[config.mk]
export PLATFORM = sky130hd
export DESIGN_NAME = debounced_press_timer_blinker_top
export DESIGN_NICKNAME = d
export VERILOG_FILES = /design/src/rtl/dpt_pkg.sv /design/src/rtl/dpt_lane.sv /design/src/rtl/dpt_merge.sv /design/src/rtl/debounced_press_timer_blinker_top.sv
export VERILOG_INCLUDE_DIRS = /design/src /design/src/rtl
export SDC_FILE = /design/constraint.sdc
export NUM_CORES = 1
export LEC_CHECK = 0
export BUFFER_PORTS_ARGS = -buffer_cell sky130_fd_sc_hd__buf_4
export CAP_MARGIN = 15
export CORE_MARGIN = 10
export CORE_UTILIZATION = 56
export CTS_CLUSTER_SIZE = 12
export DETAILED_ROUTE_END_ITERATION = 10
export GPL_TIMING_DRIVEN = 0
export PLACE_DENSITY = 0.78
export REMOVE_ABC_BUFFERS = 1
export SLEW_MARGIN = 5
export SYNTH_ARGS = -nofsm -noshare
export SYNTH_HDL_FRONTEND = slang
export SYNTH_SLANG_ARGS = --single-unit
[constraint.sdc]
create_clock -name clk -period 4.9 [get_ports clk]
set_clock_uncertainty 0.15 [all_clocks]
set_input_delay 0.245 -clock clk [delete_from_list [all_inputs] [get_ports clk]]
set_output_delay 0.245 -clock clk [all_outputs]
set_load 0.005 [all_outputs]
[src/rtl/debounced_press_timer_blinker_top_assert.svh]
// Assertion macros shared by the debounce/press-timer RTL.
// Included by modules that check their own logic; empty under SYNTHESIS.
`ifndef DEBOUNCED_PRESS_TIMER_BLINKER_TOP_ASSERT_SVH
`define DEBOUNCED_PRESS_TIMER_BLINKER_TOP_ASSERT_SVH
`ifndef SYNTHESIS
`define DPT_ASSERT_SAME(label, clk, rst_n, ante, cons) \
	label: assert property (@(posedge clk) disable iff (!rst_n) (ante) |-> (cons)) \
		else $error("dpt assertion failed");
`define DPT_ASSERT_NEXT(label, clk, rst_n, ante, cons) \
	label: assert property (@(posedge clk) disable iff (!rst_n) (ante) |=> (cons)) \
		else $error("dpt assertion failed");
`else
`define DPT_ASSERT_SAME(label, clk, rst_n, ante, cons)
`define DPT_ASSERT_NEXT(label, clk, rst_n, ante, cons)
`endif
`endif

[src/rtl/dpt_pkg.sv]
// Package for the debounce/press-timer block: constants and lane result type.
// No dependencies.
`timescale 1ns / 1ps
package dpt_pkg;
	localparam int OUT_CH = 3;
	localparam int STABLE_BITS = 9;
	localparam logic [STABLE_BITS-1:0] STABLE_MAX = 9'd511;
	localparam logic [7:0] DEBOUNCE_RESET = 8'd50;
	localparam int DUR_BITS = 16;
	localparam logic [3:0] DIGIT_MAX = 4'd9;
	localparam logic [3:0] BLINK_ABOVE = 4'd4;
	localparam int IN_W = 8;
	localparam int OUT_W = 56;

	typedef struct packed {
		logic led;
		logic released;
		logic [DUR_BITS-1:0] duration;
	} lane_res_t;
endpackage

[src/rtl/dpt_lane.sv]
// One button channel: debounce, press timer, release report and blink.
// Uses dpt_pkg and the assertion header.
`timescale 1ns / 1ps
`include "debounced_press_timer_blinker_top_assert.svh"
module dpt_lane #(
	parameter int COUNT_BITS = 16
) (
	input  logic                clk,
	input  logic                arst_n,
	input  logic                in_fire,
	input  logic                raw,
	input  logic                tick,
	input  logic [7:0]          debounce_ms,
	output dpt_pkg::lane_res_t  res
);
	localparam logic [COUNT_BITS-1:0] CNT_MAX = {COUNT_BITS{1'b1}};

	logic                            prev_q, acc_q, armed_q, flash_q, led_q;
	logic [dpt_pkg::STABLE_BITS-1:0] stable_q, stable_d;
	logic [COUNT_BITS-1:0]           cnt_q, cnt_d;
	logic [3:0]                      dig_q, dig_d;
	logic                            acc_d, armed_d, flash_d, led_d, rel;
	logic [COUNT_BITS-1:0]           cnt_m;
	logic [3:0]                      dig_m;

	always_comb begin
		if (raw != prev_q) begin
			stable_d = '0;
		end else if (stable_q < dpt_pkg::STABLE_MAX) begin
			stable_d = stable_q + 1'b1;
		end else begin
			stable_d = stable_q;
		end
		acc_d = (stable_d > {1'b0, debounce_ms}) ? raw : acc_q;

		led_d   = led_q;
		armed_d = armed_q;
		flash_d = flash_q;
		cnt_m   = cnt_q;
		dig_m   = dig_q;
		if (acc_d) begin
			led_d = 1'b1;
			if (armed_q) begin
				cnt_m   = '0;
				dig_m   = '0;
				armed_d = 1'b0;
				flash_d = 1'b0;
			end
		end
		rel = !acc_d && !armed_d;
		if (rel) begin
			armed_d = 1'b1;
			flash_d = 1'b1;
		end
		// dig tracks count mod 10
		if (cnt_m != '0 && flash_d) begin
			led_d = dig_m > dpt_pkg::BLINK_ABOVE;
		end

		cnt_d = cnt_m;
		dig_d = dig_m;
		if (tick) begin
			if (!flash_d) begin
				if (cnt_m != CNT_MAX) begin
					cnt_d = cnt_m + 1'b1;
					dig_d = (dig_m == dpt_pkg::DIGIT_MAX) ? 4'd0 : dig_m + 4'd1;
				end
			end else if (cnt_m != '0) begin
				cnt_d = cnt_m - 1'b1;
				dig_d = (dig_m == 4'd0) ? dpt_pkg::DIGIT_MAX : dig_m - 4'd1;
			end
		end

		res.led      = led_d;
		res.released = rel;
		res.duration = rel ? dpt_pkg::DUR_BITS'(cnt_m) : '0;
	end

	always_ff @(posedge clk or negedge arst_n) begin
		if (!arst_n) begin
			prev_q   <= 1'b0;
			stable_q <= '0;
			acc_q    <= 1'b0;
			armed_q  <= 1'b1;
			flash_q  <= 1'b0;
			cnt_q    <= '0;
			dig_q    <= '0;
			led_q    <= 1'b0;
		end else if (in_fire) begin
			prev_q   <= raw;
			stable_q <= stable_d;
			acc_q    <= acc_d;
			armed_q  <= armed_d;
			flash_q  <= flash_d;
			cnt_q    <= cnt_d;
			dig_q    <= dig_d;
			led_q    <= led_d;
		end
	end

	`DPT_ASSERT_SAME(a_dig_range, clk, arst_n, 1'b1, dig_q <= dpt_pkg::DIGIT_MAX)
	`DPT_ASSERT_SAME(a_zero_dig, clk, arst_n, cnt_q == '0, dig_q == 4'd0)
	`DPT_ASSERT_NEXT(a_rel_arms, clk, arst_n, in_fire && res.released, armed_q && flash_q)
endmodule

[src/rtl/dpt_merge.sv]
// Merges lane results into one output item and queues it (two entries).
// Uses dpt_pkg and the assertion header.
`timescale 1ns / 1ps
`include "debounced_press_timer_blinker_top_assert.svh"
module dpt_merge (
	input  logic                          clk,
	input  logic                          arst_n,
	input  logic                          push,
	input  dpt_pkg::lane_res_t            res [dpt_pkg::OUT_CH],
	output logic                          s_tready,
	output logic                          m_tvalid,
	input  logic                          m_tready,
	output logic [dpt_pkg::OUT_W-1:0]     m_tdata
);
	logic [dpt_pkg::OUT_W-1:0] item;
	logic [dpt_pkg::OUT_W-1:0] ent_q [2];
	logic                      wr_q, rd_q;
	logic [1:0]                cnt_q;
	logic                      pop, wr;

	// led[2:0], released[5:3], dur0[21:6], dur1[37:22], dur2[53:38], zero pad
	assign item = {2'b00, res[2].duration, res[1].duration, res[0].duration,
		res[2].released, res[1].released, res[0].released,
		res[2].led, res[1].led, res[0].led};

	assign s_tready = cnt_q != 2'd2;
	assign m_tvalid = cnt_q != 2'd0;
	assign m_tdata  = ent_q[rd_q];
	assign pop      = m_tvalid && m_tready;
	assign wr       = push && s_tready;

	always_ff @(posedge clk) begin
		if (wr) begin
			ent_q[wr_q] <= item;
		end
	end

	always_ff @(posedge clk or negedge arst_n) begin
		if (!arst_n) begin
			wr_q  <= 1'b0;
			rd_q  <= 1'b0;
			cnt_q <= 2'd0;
		end else begin
			if (wr) begin
				wr_q <= !wr_q;
			end
			if (pop) begin
				rd_q <= !rd_q;
			end
			cnt_q <= cnt_q + {1'b0, wr} - {1'b0, pop};
		end
	end

	`DPT_ASSERT_SAME(a_cnt_max, clk, arst_n, 1'b1, cnt_q <= 2'd2)
	`DPT_ASSERT_SAME(a_ptr_sync, clk, arst_n, cnt_q == 2'd0 || cnt_q == 2'd2, wr_q == rd_q)
	`DPT_ASSERT_NEXT(a_pop_only, clk, arst_n, pop && !wr, cnt_q == $past(cnt_q) - 2'd1)
endmodule

[src/rtl/debounced_press_timer_blinker_top.sv]
// Debounced three-button press timer with blinking LEDs, one lane per channel.
// A result item is written into the output queue register when its input item is accepted.
// Throughput: one item per cycle; a two-entry output queue decouples the sides,
// so s_tready drops only when two results wait.
// Reset (arst_n low): all channel state cleared, lanes armed, debounce_ms = 50.
// Depends on dpt_pkg, dpt_lane, dpt_merge.
`timescale 1ns / 1ps
module debounced_press_timer_blinker_top #(
	parameter int CHANNELS   = 3,
	parameter int COUNT_BITS = 16
) (
	input  logic                          clk,
	input  logic                          arst_n,
	input  logic                          s_tvalid,
	output logic                          s_tready,
	input  logic [dpt_pkg::IN_W-1:0]      s_tdata,  // raw_buttons[2:0], tenth_tick[3], pad
	output logic                          m_tvalid,
	input  logic                          m_tready,
	output logic [dpt_pkg::OUT_W-1:0]     m_tdata,  // led_levels, released_mask, dur0..2
	input  logic                          cfg_we,
	input  logic [7:0]                    cfg_wdata
);
	logic [7:0]         debounce_q;
	logic               in_fire;
	dpt_pkg::lane_res_t lane_res [CHANNELS];
	dpt_pkg::lane_res_t out_res  [dpt_pkg::OUT_CH];

	assign in_fire = s_tvalid && s_tready;

	always_ff @(posedge clk or negedge arst_n) begin
		if (!arst_n) begin
			debounce_q <= dpt_pkg::DEBOUNCE_RESET;
		end else if (cfg_we) begin
			debounce_q <= cfg_wdata;
		end
	end

	for (genvar g = 0; g < CHANNELS; g++) begin : g_lane
		logic raw;
		if (g < dpt_pkg::OUT_CH) begin : g_pin
			assign raw = s_tdata[g];
		end else begin : g_nopin
			assign raw = 1'b0;
		end
		dpt_lane #(.COUNT_BITS(COUNT_BITS)) u_lane (
			.clk         (clk),
			.arst_n      (arst_n),
			.in_fire     (in_fire),
			.raw         (raw),
			.tick        (s_tdata[3]),
			.debounce_ms (debounce_q),
			.res         (lane_res[g])
		);
	end

	for (genvar k = 0; k < dpt_pkg::OUT_CH; k++) begin : g_out
		if (k < CHANNELS) begin : g_used
			assign out_res[k] = lane_res[k];
		end else begin : g_none
			assign out_res[k] = '0;
		end
	end

	dpt_merge u_merge (
		.clk      (clk),
		.arst_n   (arst_n),
		.push     (s_tvalid),
		.res      (out_res),
		.s_tready (s_tready),
		.m_tvalid (m_tvalid),
		.m_tready (m_tready),
		.m_tdata  (m_tdata)
	);
endmodule

# After elaboration in Yosys (flattened, before gate mapping)
# Memories as Yosys holds them, arrays and structs flattened.
# Cells that the tools add are included.
# totals
ramBits	108
word_cells	165
reg_bits	114
mem_count	1
out_inout_bits	58
inputBits	21
# op_classes
eq_ne	10
magnitude_cmp	9
add_sub_neg	17
muxes	77
n_reduce_logical	23
# memory_table
memory	words	width	read_ports	rd_ports_with_merged_regs	wr	line	source
u_merge.ent_q	2	54	1	0	1	dpt_merge.sv:16	logic [dpt_pkg::OUT_W-1:0] ent_q [2];
# op_table
operator	count
16-bit two-way mux	21
4-bit two-way mux	24
9-bit two-way mux	6
16-bit by 1-bit adder with 16-bit output, second input constant	3
16-bit != test, second input constant	3
16-bit nonzero test	3
16-bit by 1-bit subtractor with 16-bit output, second input constant	3
9-bit by 1-bit adder with 9-bit output, second input constant	3
9-bit by 8-bit > comparator with 1-bit output	3
9-bit < comparator, second input constant	3
1-bit two-way mux	26
4-bit by 1-bit adder with 4-bit output, second input constant	3
4-bit equality test, second input constant	3
4-bit by 3-bit > comparator with 1-bit output, second input constant	3
4-bit logical NOT	3
4-bit by 1-bit subtractor with 4-bit output, second input constant	3
1-bit logical AND	8
1-bit logical NOT	8
1-bit != test	3
2-bit by 1-bit adder with 2-bit output	1
2-bit != test, second input constant	1
2-bit nonzero test	1
2-bit by 1-bit subtractor with 2-bit output	1

# Logic depth before layout (Yosys ltp)
# Gate-level depths: netlist of run 1.
# depth
word_depth	11
depth_mapped	27
ltp_nobuf	25

# Modules after synthesis
# Synthesis of run 1 repeated with hierarchy kept, for this count alone.
# hier_totals
cells_unflattened	1279
area_unflattened_um2	13116.3
# modules_own_cells
mod	seq_area_each_um2	area_each_um2	instances	cells_each
dpt_lane	852.1	2880.3	3	356
dpt_merge	3343.2	4134.0	1	193
debounced_press_timer_blinker_top	203.9	341.6	1	18

# Worst setup path after synthesis of run 1
# No wires, ideal clock.
# synth_timing
path_kind	register to register
startpoint	register g_lane[2].u_lane.stable_q[4] (netlist name)
endpoint	register g_lane[2].u_lane.cnt_q[15]
path_buffers	2
t_arrival_ps	4770
setup_ps	132
path_stages_with_launch	26
required_ps	4618
period_less_slack_ps	5052
slack_ps	-152
cell_sequence	dfrtp_1 > buf_2 > nand2_1 > or2_2 > o21ai_0 > nor2_1 > nand3_1 > xor2_1 > nor2_1 > ha_1 > a21o_1 > a21o_1 > a2111oi_2 > o21a_2 > o21ai_1 > buf_4 > nand2_1 > inv_1 > ha_1 > and4_1 > and3_1 > nor3b_1 > nand3_1 > nor4b_1 > o221ai_1 > xor2_1
# synth_between
elab_chain_len	11
elab_cells_between_ends	21
classes_between	3 x add/sub; 2 x order compare; 1 x eq/ne; 11 x mux; 4 x reduce/logical
# synth_rtl
item	line	source
start: declaration	dpt_lane.sv:19	logic [dpt_pkg::STABLE_BITS-1:0] stable_q, stable_d;
start signal: assignment	dpt_lane.sv:91	stable_q <= stable_d;
9-bit by 1-bit adder with 9-bit output / 9-bit < comparator (equally long branches)	dpt_lane.sv:30, dpt_lane.sv:29	
9-bit two-way mux (*)	dpt_lane.sv:29	end else if (stable_q < dpt_pkg::STABLE_MAX) begin
9-bit two-way mux (*)	dpt_lane.sv:27	if (raw != prev_q) begin
net g_lane[2].u_lane.stable_d (one bit)	dpt_lane.sv:19	
9-bit by 8-bit > comparator with 1-bit output (*)	dpt_lane.sv:34	acc_d = (stable_d > {1'b0, debounce_ms}) ? raw : acc_q;
1-bit two-way mux (*)	dpt_lane.sv:34	
parallel branches: the longest is 5 deep, another holds 16-bit by 1-bit adder with 16-bit output	n/a	
16-bit two-way mux (*)	dpt_lane.sv:62	if (tick) begin
end signal: assignment	dpt_lane.sv:95	cnt_q <= cnt_d;
end: declaration	dpt_lane.sv:20	logic [COUNT_BITS-1:0] cnt_q, cnt_d;
# Mark *: on every way through the listed nets, which the timed path passes.
# A chain may end at the register's enable or synchronous reset.

# Worst setup path in the final report of run 1
# layout_timing
startpoint	register g_lane[0].u_lane.stable_q[5] (netlist name)
endpoint	register g_lane[0].u_lane.cnt_q[14]
# layout_between
elab_chain_len	11
elab_cells_between_ends	21
classes_between	3 x add/sub; 2 x order compare; 1 x eq/ne; 11 x mux; 4 x reduce/logical
# layout_rtl
item	line
start: declaration	dpt_lane.sv:19
start signal: assignment	dpt_lane.sv:91
9-bit by 1-bit adder with 9-bit output / 9-bit < comparator (equally long branches)	dpt_lane.sv:30, dpt_lane.sv:29
9-bit two-way mux (*)	dpt_lane.sv:29
9-bit two-way mux (*)	dpt_lane.sv:27
net g_lane[0].u_lane.stable_d (one bit)	dpt_lane.sv:19
9-bit by 8-bit > comparator with 1-bit output (*)	dpt_lane.sv:34
1-bit two-way mux (*)	dpt_lane.sv:34
parallel branches: the longest is 5 deep, another holds 16-bit by 1-bit adder with 16-bit output	n/a
16-bit two-way mux (*)	dpt_lane.sv:62
end signal: assignment	dpt_lane.sv:95
end: declaration	dpt_lane.sv:20
# Marked as above.

==> reports/metrics.csv, run 1 <==
metric,value,unit
met3 Track Usage GR,2.80,%
routability cong.,0.912,
DIE WIDTH,170,um
Worst VDD drop,0.390,mV
highest clock rate,201,MHz
Sw Ratio,39.1,%
Synth top area share,25.8,%
CP Data Required Time,5.15,ns
Final Cycle Share,102,%
"Avg Cell Area, Syn",9.96,um2
R2R setup slack,-0.08,ns
failing checks,setup timing,
drt first pass iters,5,
initial antenna violation count,0,
HPWL after detailed placement,19.7,mm
register area share after synthesis,48.5,%
Vias,10343,
H-Tree Depth,1,
Final Critical Period,4.98,ns
"CTS clk-pin slew, worst paths",0.06,ns
clock group share of total power,20.7,%
Slew Limit Fails,0,
Final Hold Viols,0,
GRT overflow,0,
Initial Utilization,57.3,%
"Cell Area, Synth",12600,um2
maxcap violations,0,
PD cells,574,nW/um2
sw power,3450,uW
vias in the first global route,10228,
Detail Route Antenna Nets,0,
Worst EP arrival,5.22,ns
die area,28800,um2
Worst slew margin,37.3,%
"EDFF count, synth",108,
leak pwr,0.00614,uW
"Max FO, Critical Path",5,
Yosys cell types,86,
DRT iter0 DRCs,1055,
first-pass GRT wire length,51.0,mm
Crit Path Category,flip-flop to flip-flop,
top post-synthesis cells by area,"edfxtp_1 26%, dfrtp_1 21%, mux2_2 5.3%",
vias per cell,6.17,
placed inst area,13400,um2
CTS tree,done,
Setup WS post-layout,-0.0751,ns
Final Setup Violations,8,
Core Area,22000,um2
largest net degree at the start of global routing,59,
Worst Setup Start Kind,flip-flop,
Rows,54,
Area Overhead vs Synth,22.3,%
Num Clock Sinks,222,
Setup crit end kind,flip-flop,
Ant. Diodes,0,
status,"finished, violations left",
TritonCTS buffer count,25,
hold slack,0.0948,ns
Worst-Margin Slew,0.940,ns
synthesized instance count,1262,
clk buf depth,3,
met2 Track Usage GR,34.5,%
unrepaired setup endpoints after global routing,yes,
ys async rst share,51.4,%
Int Power,5390,uW
leading area contributor after synthesis,edfxtp_1,
sequential power share,36.4,%
synth warn,0,
Final nets,1432,
IO Port Bufs,72,
routed len/inst,18.6,um
ys flop type,edfxtp_1,
layout cell share with drive strength beyond 1,25.4,%
DRC viols,0,
met1 Use GR,28.0,%
"FF+latch count, synth",222,
Clock Tree Root,clkbuf_16,
HP Class,primary input to asynchronous set/reset pin,
chip height,170,um
I/O Pins,79,
Routed WL,31.1,mm
later-pin clock latency in the skew report,0.53,ns
grt peak-use layer,met2,
overall global routing resource usage,21.0,%
cell area after layout,15400,um2
logic gate share of total power,42.9,%
[routing by layer]
| metal | vias to the layer above | routed length, um |
|---|---|---|
| li1 | 4871 | - |
| met1 | 5008 | 13700 |
| met2 | 383 | 14900 |
| met3 | 81 | 1780 |
| met4 | 0 | 807 |
| met5 | - | 0 |
[layout by cell type, fill, tap and decap left out, types with 9 or more instances in the layout]
| cell | count |
|---|---|
| o21ai_0 | 58 |
| and2_1 | 35 |
| nor2b_1 | 9 |
| nand4_1 | 31 |
| ha_1 | 29 |
| a31oi_1 | 13 |
| o211ai_1 | 9 |
| and4_1 | 10 |
| nand2_2 | 9 |
| xnor2_1 | 31 |
| or3_1 | 11 |
| buf_4 | 118 |
| clkbuf_16 | 26 |
| nor3_1 | 34 |
| dfrtp_2 | 10 |
| a21o_1 | 11 |
| nor4_1 | 12 |
| edfxtp_1 | 108 |
| dfrtp_1 | 98 |
| inv_1 | 31 |
| a21oi_1 | 40 |
| nand3_1 | 29 |
| nand2_1 | 157 |
| dlygate4sd3_1 | 28 |
| xor2_1 | 34 |
| and3_1 | 31 |
| nor2_1 | 75 |
| mux2_2 | 59 |
| nand2b_1 | 9 |
[critical path: stages (launching register included)]
cell	delay, ns
dfrtp_1	0.39
nand4_1	0.18
nor2_1	0.14
nand4_1	0.23
or2_4	0.34
nand2_2	0.08
nor2_1	0.05
xnor2_1	0.24
nor2_1	0.07
ha_1	0.37
nand4_1	0.11
a2bb2oi_1	0.20
o221ai_2	0.15
and3_4	0.22
o21ai_4	0.21
nand2_2	0.11
inv_2	0.08
ha_4	0.13
and3_4	0.20
nand3_4	0.10
or3_4	0.44
nand2b_4	0.08
maj3_2	0.24
or3_1	0.13
o41ai_2	0.07
xnor2_1	0.13
[worst paths after layout]
check / from / end / cells after the start
worst max-delay path: g_lane[0].u_lane.stable_q[5] / g_lane[0].u_lane.cnt_q[14] / 25
worst min-delay path: arst_n / debounce_q[3] / 2
worst max register to register: g_lane[0].u_lane.stable_q[5] / g_lane[0].u_lane.cnt_q[14] / 25
worst min register to register: u_merge.cnt_q[1] / u_merge.cnt_q[1] / 1
max in group asynchronous: arst_n / g_lane[2].u_lane.armed_q / 3
min in group clk: s_tdata[3] / g_lane[2].u_lane.dig_q[1] / 3
[metrics by stage]
step                      TNS, ns  setup WS, ns  power, uW  instances  utilization, %
after floorplan            -10.55        -0.213       5300       1194               -
after global placement    -212.85         -2.95       6390       1546            60.1
after detailed placement   -58.73         -1.41       6550       1553            60.9
after CTS                       0        0.0105       8560       1651            67.5
after global routing        -4.80        -0.315       9390       1675            70.1
final                      -0.353       -0.0751       8840       1675            70.1
[sequential cells by signal, indices dropped and copies added (netlist names), 3 cells and up]
register / flops
g_lane.u_lane.armed_q: 3
g_lane.u_lane.prev_q: 3
g_lane.u_lane.dig_q: 12
g_lane.u_lane.flash_q: 3
g_lane.u_lane.acc_q: 3
g_lane.u_lane.cnt_q: 48
g_lane.u_lane.led_q: 3
debounce_q: 8
g_lane.u_lane.stable_q: 27
u_merge.ent_q: 108
[cell type report]
type / instances / area, um2
Multi-Input combinational cell: 936 / 6620
Fill cell: 1570 / 6570
Sequential cell: 222 / 6120
Timing Repair Buffer: 155 / 1350
Clock buffer: 35 / 704
Tap cell: 280 / 350
Inverter: 36 / 135
Clock inverter: 11 / 105
[Yosys cell counts (all sizes together) (15+ instances only)]
cell type and n:
a21oi 46, a31oi 15, and2 37, and3 38, and4 15, buf 18, clkbuf 51, dfrtp 108
edfxtp 108, ha 35, inv 36, mux2 59, nand2 166, nand3 34, nand4 32, nor2 85
nor3 40, nor4 16, o21ai 72, xnor2 31, xor2 35
[power by group through the flow]
stage	logic, uW	clock network [uW]	registers, uW
after detailed placement	3350	0	3200
after CTS	3530	1860	3180
after global placement	3160	0	3230
after global routing	4150	1940	3300
final	3790	1830	3220
after floorplan	2250	0	3050
[what timing repair did]
action | CTS | global route
buffers inserted | 24 | 23
endpoints found under the setup margin | 69 | 63
gates resized for setup | 39 | 93
hold buffers | 28 | 0
endpoints found under the hold margin | 69 | 0
pin swaps | 16 | 46
[cell families (layout without fill, tap and decap cells)]
kind of cell | Yosys count | after routing | synth area share [%]
other | 1 | 2 | 0.0298
adders and majority gates | 36 | 36 | 3.56
buffers and inverters | 105 | 237 | 3.31
muxes | 65 | 65 | 5.76
AOI/OAI and AO/OA | 246 | 246 | 13.2
and+or+nand+nor | 521 | 521 | 21.0
DFF | 222 | 222 | 48.5
xor gates and xnor gates | 66 | 66 | 4.60
Note: power is estimated with default switching activity, not from simulation.
==> run 2, diff against run 1 <==
- CAP_MARGIN: 15 -> 0
- CORE_MARGIN: 10 -> not set
==> run 2 against run 1 <==
  * The run still ends with setup timing left
  * Die area is 20% lower
  * Cell area hardly changed
  * Routed wire length up 1.1%
  * Register-to-register slack about the same
  * Critical endpoint is now g_lane[0].u_lane.cnt_q[1]
==> reports/metrics.csv, run 2 (synthesized netlist as in run 1, its figures left out) <==
metric,value,unit
Worst path most repeated cell,nand4_1,
first-pass GRT wire length,49.1,mm
Final Cycle Share,101,%
cells on worst reg2reg path,24,
"commonest non-fill, non-tap cell in the layout",nand2_1,
Routed WL,31.4,mm
Area Overhead vs Synth,22.3,%
Largest regs,"u_merge.ent_q x108, g_lane.u_lane.cnt_q x48, g_lane.u_lane.stable_q x27",
die area,23100,um2
Worst VDD drop,0.410,mV
Worst Setup Start Kind,flip-flop,
Largest Register,u_merge.ent_q,
Final Hold Viols,0,
most frequent cells in the layout,"158 x nand2_1, 119 x buf_4, 108 x edfxtp_1, 103 x dfrtp_1, 76 x nor2_1",
area occupied by multi-input gates,6670,um2
Worst slew margin,9.20,%
setup_tns,-0.232,ns
Bufs and invs on worst path,2,
highest clock rate,201,MHz
initial antenna violation count,0,
Final Setup Violations,6,
R2R setup slack,-0.07,ns
routability cong.,0.926,
unrepaired setup endpoints after global routing,yes,
Setup WS post-layout,-0.0724,ns
Final nets,1436,
Worst path top cell family by delay,simple AND/OR/NAND/NOR gates,
Largest register FFs,108,
Rows,54,
routed len/inst,18.7,um
Initial Utilization,57.4,%
origin of the critical flop-to-flop path,g_lane[0].u_lane.stable_q[4],
Worst EP arrival,5.25,ns
IO Port Bufs,72,
HPWL after detailed placement,18.7,mm
CTS tree,done,
Detail Route Antenna Nets,0,
drt first pass iters,6,
final core occ,70.2,%
Layout fillers,1566,
HP Class,primary input to asynchronous set/reset pin,
clk buf depth,3,
Setup crit end kind,flip-flop,
status,"finished, violations left",
failing checks,setup timing,
DRT iter0 DRCs,914,
Ant. Diodes,0,
largest net degree at the start of global routing,77,
vias in the first global route,9864,
pre-CTS WS,-1.48,ns
GRT overflow,0,
Clock Tree Root,clkbuf_16,
DRC viols,0,
PD cells,574,nW/um2
Slew Limit Fails,0,
Final Critical Period,4.97,ns
sequential cell area,6110,um2
chip height,152,um
CP Data Required Time,5.18,ns
layout cell share with drive strength beyond 1,25.0,%
overall global routing resource usage,25.5,%
later-pin clock latency in the skew report,0.54,ns
maxcap violations,0,
critical path's slowest cell,ha_1,
DIE WIDTH,152,um
Core Area,21900,um2
Crit Path Category,flip-flop to flip-flop,
"CTS clk-pin slew, worst paths",0.06,ns
critical path cell sequence,nand4_1 > nor2_1 > nand4_1 > or2_4 > nand4_1 > xor2_1 > nor2_1 > ha_1 > a22oi_1 > o211ai_1 > o221ai_2 > buf_4 > a21boi_4 > o21ai_4 > nand2_2 > inv_2 > ha_4 > and3_4 > nand3_4 > or3_4 > nand2b_1 > maj3_2 > o211ai_1 > a32o_1,
Worst-Margin Slew,1.36,ns
Vias,10489,
I/O Pins,79,
CP max stage delay,0.38,ns
vias per cell,6.25,
"Max FO, Critical Path",5,
TritonCTS buffer count,24,
Num Clock Sinks,222,
Worst R2R End,g_lane[0].u_lane.cnt_q[1],
leak pwr,0.00614,uW
H-Tree Depth,1,
[run 2: changes by cell type in the layout (fill, tap and decap cells not counted), moves of 3 or more]
cell      before  now
a21oi_1       40   37
a21oi_2        3    7
buf_16         4    1
buf_6          3    9
clkbuf_1       7   13
clkinv_1       5    0
dfrtp_1       98  103
dfrtp_2       10    5
[run 2: routing by layer]
metal / wire length (um) / vias up / GRT usage (%)
met1: 13100 / 5004 / 34.5
met4: 1240 / 0 / 9.48
met5: 0 / - / 0
met2: 15000 / 489 / 42.3
met3: 2110 / 117 / 3.22
li1: - / 4879 / -
[run 2: worst max-delay path by stage]
stage                                      start                        end  slack [ns]  cells after the start
finish              g_lane[0].u_lane.stable_q[4]  g_lane[0].u_lane.cnt_q[1]       -0.07                     24
floorplan           g_lane[0].u_lane.stable_q[2]  g_lane[0].u_lane.cnt_q[1]       -0.21                     22
global route        g_lane[0].u_lane.stable_q[4]  g_lane[0].u_lane.cnt_q[1]       -0.21                     23
global placement                u_merge.cnt_q[1]       u_merge.ent_q[0][38]       -2.94                      4
CTS                 g_lane[1].u_lane.stable_q[1]  g_lane[1].u_lane.cnt_q[7]       0.009                     20
detailed placement  g_lane[0].u_lane.stable_q[2]  g_lane[0].u_lane.cnt_q[1]       -1.48                     22
[run 2: worst reg2reg max path: cells and delay by family (launching register included)]
family	cells	cell delay, ns
xor gates and xnor gates	1	0.24
DFF	1	0.37
and+or+nand+nor	11	1.82
adders and majority gates	3	0.75
AOI/OAI and AO/OA	7	1.31
buffers and inverters	2	0.26
[run 2: layout make-up]
class / count / share of cell area (%)
Clock buffer: 40 / 4.49
Clock inverter: 4 / 0.366
Inverter: 36 / 0.879
Multi-Input combinational cell: 936 / 43.4
Sequential cell: 222 / 39.7
Tap cell: 280 / 2.28
Timing Repair Buffer: 160 / 8.86
[run 2: repair_timing]
item,in CTS,in global routing
gates resized for setup,38,100
pin swaps,16,59
hold endpoints to repair,123,0
hold buffers,28,0
endpoints found under the setup margin,69,63
setup buffers,22,32
[run 2: report_power, final]
part / total (uW) / internal (uW) / switching [uW] / leakage, uW
registers: 3230 / 2600 / 630 / 0.00248
logic: 3870 / 1720 / 2150 / 0.00330
clock network: 1740 / 1010 / 725 / 0.000362
[run 2: stage by stage]
stage	total power (uW)	cell area (um2)	cells	hold slack, ns
after floorplan	5300	12300	1194	-0.201
after global placement	6350	13200	1546	0.304
after detailed placement	6490	13300	1552	0.0356
after CTS	8390	14700	1646	0.0550
after global routing	9320	15400	1678	0.0832
final	8830	15400	1678	0.0396
==> run 3, diff against run 2 <==
- CORE_UTILIZATION: 56 -> 62
- PLACE_DENSITY: 0.78 -> 0.82
- clock period: 4.9 -> 5.65 ns (I/O delays scaled with it)
==> run 3 against run 2 <==
  * Count of clock-buffer cells in the layout down 3
  * Via count down 3.9%
  * Power down 17%
  * The flow now finishes without violations
  * Clock power down 13%
  * Combinational power down 22%
  * Global-route usage up 2.9 points
  * Non-clock buffer count down 42
  * Die area down 9.6%
  * Setup slack better by 0.38 ns
==> reports/metrics.csv, run 3 (synthesized netlist as in run 1, its figures left out) <==
metric,value,unit
max layer used,met4,
later-pin clock latency in the skew report,0.51,ns
HPWL after detailed placement,18.5,mm
maxcap violations,0,
Initial Utilization,64.0,%
highest clock rate,187,MHz
Worst VDD drop,0.574,mV
final core occ,74.2,%
CTS tree,done,
I/O Pins,79,
TritonCTS buffer count,24,
leak pwr,0.00586,uW
Final Cycle Share,94.6,%
vias in the first global route,9715,
largest net degree at the start of global routing,95,
first-pass GRT wire length,46.9,mm
Slew Limit Fails,0,
IO Port Bufs,72,
"CTS clk-pin slew, worst paths",0.06,ns
Routed WL,28.9,mm
H-Tree Depth,1,
Final nets,1394,
CP Data Required Time,5.93,ns
overall global routing resource usage,28.4,%
vias per cell,6.22,
sw power,2820,uW
Setup crit end kind,flip-flop,
Final Hold Viols,0,
Final Setup Violations,0,
"commonest non-fill, non-tap cell in the layout",nand2_1,
logic gate share of total power,41.4,%
Num Clock Sinks,222,
WL met2,14.2,mm
metal3 WL,1.65,mm
Worst path most repeated cell,nor2_1,
initial antenna violation count,0,
DRT iter0 DRCs,846,
status,completed,
DIE WIDTH,144,um
CP max stage delay,0.42,ns
Int Power,4490,uW
routability cong.,0.927,
Detail Route Antenna Nets,0,
"Max FO, Critical Path",8,
clk buf depth,3,
Vias,10076,
HP Class,primary input to asynchronous set/reset pin,
die area,20900,um2
Ant. Diodes,0,
Worst-Margin Slew,1.07,ns
Final Critical Period,5.35,ns
Rows,51,
drt first pass iters,6,
unrepaired setup endpoints after global routing,no,
GRT overflow,0,
layout cell share with drive strength beyond 1,17.5,%
PD cells,501,nW/um2
clock group share of total power,20.6,%
Largest register FFs,108,
cell area after layout,14600,um2
Sw Ratio,38.5,%
placed inst area,13300,um2
most frequent cells in the layout,"165 x nand2_1, 108 x edfxtp_1, 104 x dfrtp_1, 83 x buf_4, 82 x nor2_1",
Worst EP arrival,5.62,ns
critical path's slowest cell,maj3_1,
chip height,144,um
Worst slew margin,29.0,%
routed len/inst,17.8,um
Largest Register,u_merge.ent_q,
Area Overhead vs Synth,16.0,%
M1 WL,12.3,mm
Core Area,19700,um2
Layout fillers,1380,
Clock Tree Root,clkbuf_16,
sequential power share,38.0,%
Crit Path Category,flip-flop to flip-flop,
Largest regs,"u_merge.ent_q x108, g_lane.u_lane.cnt_q x48, g_lane.u_lane.stable_q x27",
DRC viols,0,
Worst Setup Start Kind,flip-flop,
## run 3: cell types whose count changed in the layout (fill, tap and decap cells not counted), sizes merged
cell    previous run  this run
clkbuf            40        37
clkinv             3         5
bufinv             1         2
buf              132        90
## run 3: area by class of cell
class	instances	area [um2]	share of cell area, %
clock inverter	7	80.1	0.549
sequential	222	6110	41.9
multi-input combinational	936	6220	42.7
tap	265	332	2.27
clock buffer	37	681	4.67
inverter	36	135	0.926
timing repair buffer	118	1020	7.03
## run 3: critical path: cells and delay by family (launching register included)
family                     cells  cell delay (ns)
and+or+nand+nor               14             2.48
adders and majority gates      3             0.96
AOI/OAI and AO/OA              5             0.84
DFF                            1             0.40
xor gates and xnor gates       2             0.37
buffers and inverters          1             0.07
## run 3: per-layer routing
layer	vias up	GRT usage (%)
li1	4791	-
met1	4817	36.3
met2	380	48.5
met3	88	4.11
met4	0	11.5
met5	-	0
## run 3: final timing paths
check | startpoint | end | slack [ns] | depth (start not counted)
min in group clk | s_tdata[3] | g_lane[0].u_lane.dig_q[1] | 0.24 | 4
max | g_lane[0].u_lane.stable_q[5] | g_lane[0].u_lane.cnt_q[14] | 0.30 | 25
min reg2reg | g_lane[0].u_lane.prev_q | g_lane[0].u_lane.prev_q | 0.35 | 2
min | arst_n | debounce_q[0] | 0.04 | 2
max reg2reg | g_lane[0].u_lane.stable_q[5] | g_lane[0].u_lane.cnt_q[14] | 0.30 | 25
max in group asynchronous | arst_n | u_merge.rd_q | 4.54 | 3
## run 3: per-stage QoR
| stage | instances | setup TNS, ns | total power [uW] | hold slack [ns] | setup WS [ns] |
|---|---|---|---|---|---|
| after floorplan | 1194 | 0 | 4600 | -0.163 | 0.537 |
| after global placement | 1531 | -113.35 | 5490 | 0.317 | -1.93 |
| after detailed placement | 1536 | -11.50 | 5620 | -0.00137 | -0.670 |
| after CTS | 1608 | 0 | 7210 | 0.0285 | 0.0161 |
| after global routing | 1621 | 0 | 7780 | 0.0454 | 0.0119 |
| final | 1621 | 0 | 7300 | 0.0398 | 0.303 |
## run 3: timing repair
action                                  CTS  global route
pin swaps                                 0             8
resized for setup                        15            15
hold buffers                             28             0
endpoints found under the setup margin   41            50
buffers inserted                          0            13
endpoints found under the hold margin   121             0
## run 3: power by group through the flow
stage | clock [uW] | combinational, uW | sequential (uW)
6_report | 1510 | 3020 | 2770
5_1_grt | 1600 | 3340 | 2850
4_1_cts | 1540 | 2920 | 2750
3_5_place_dp | 0 | 2850 | 2770
3_3_place_gp | 0 | 2700 | 2800
2_1_floorplan | 0 | 1960 | 2640
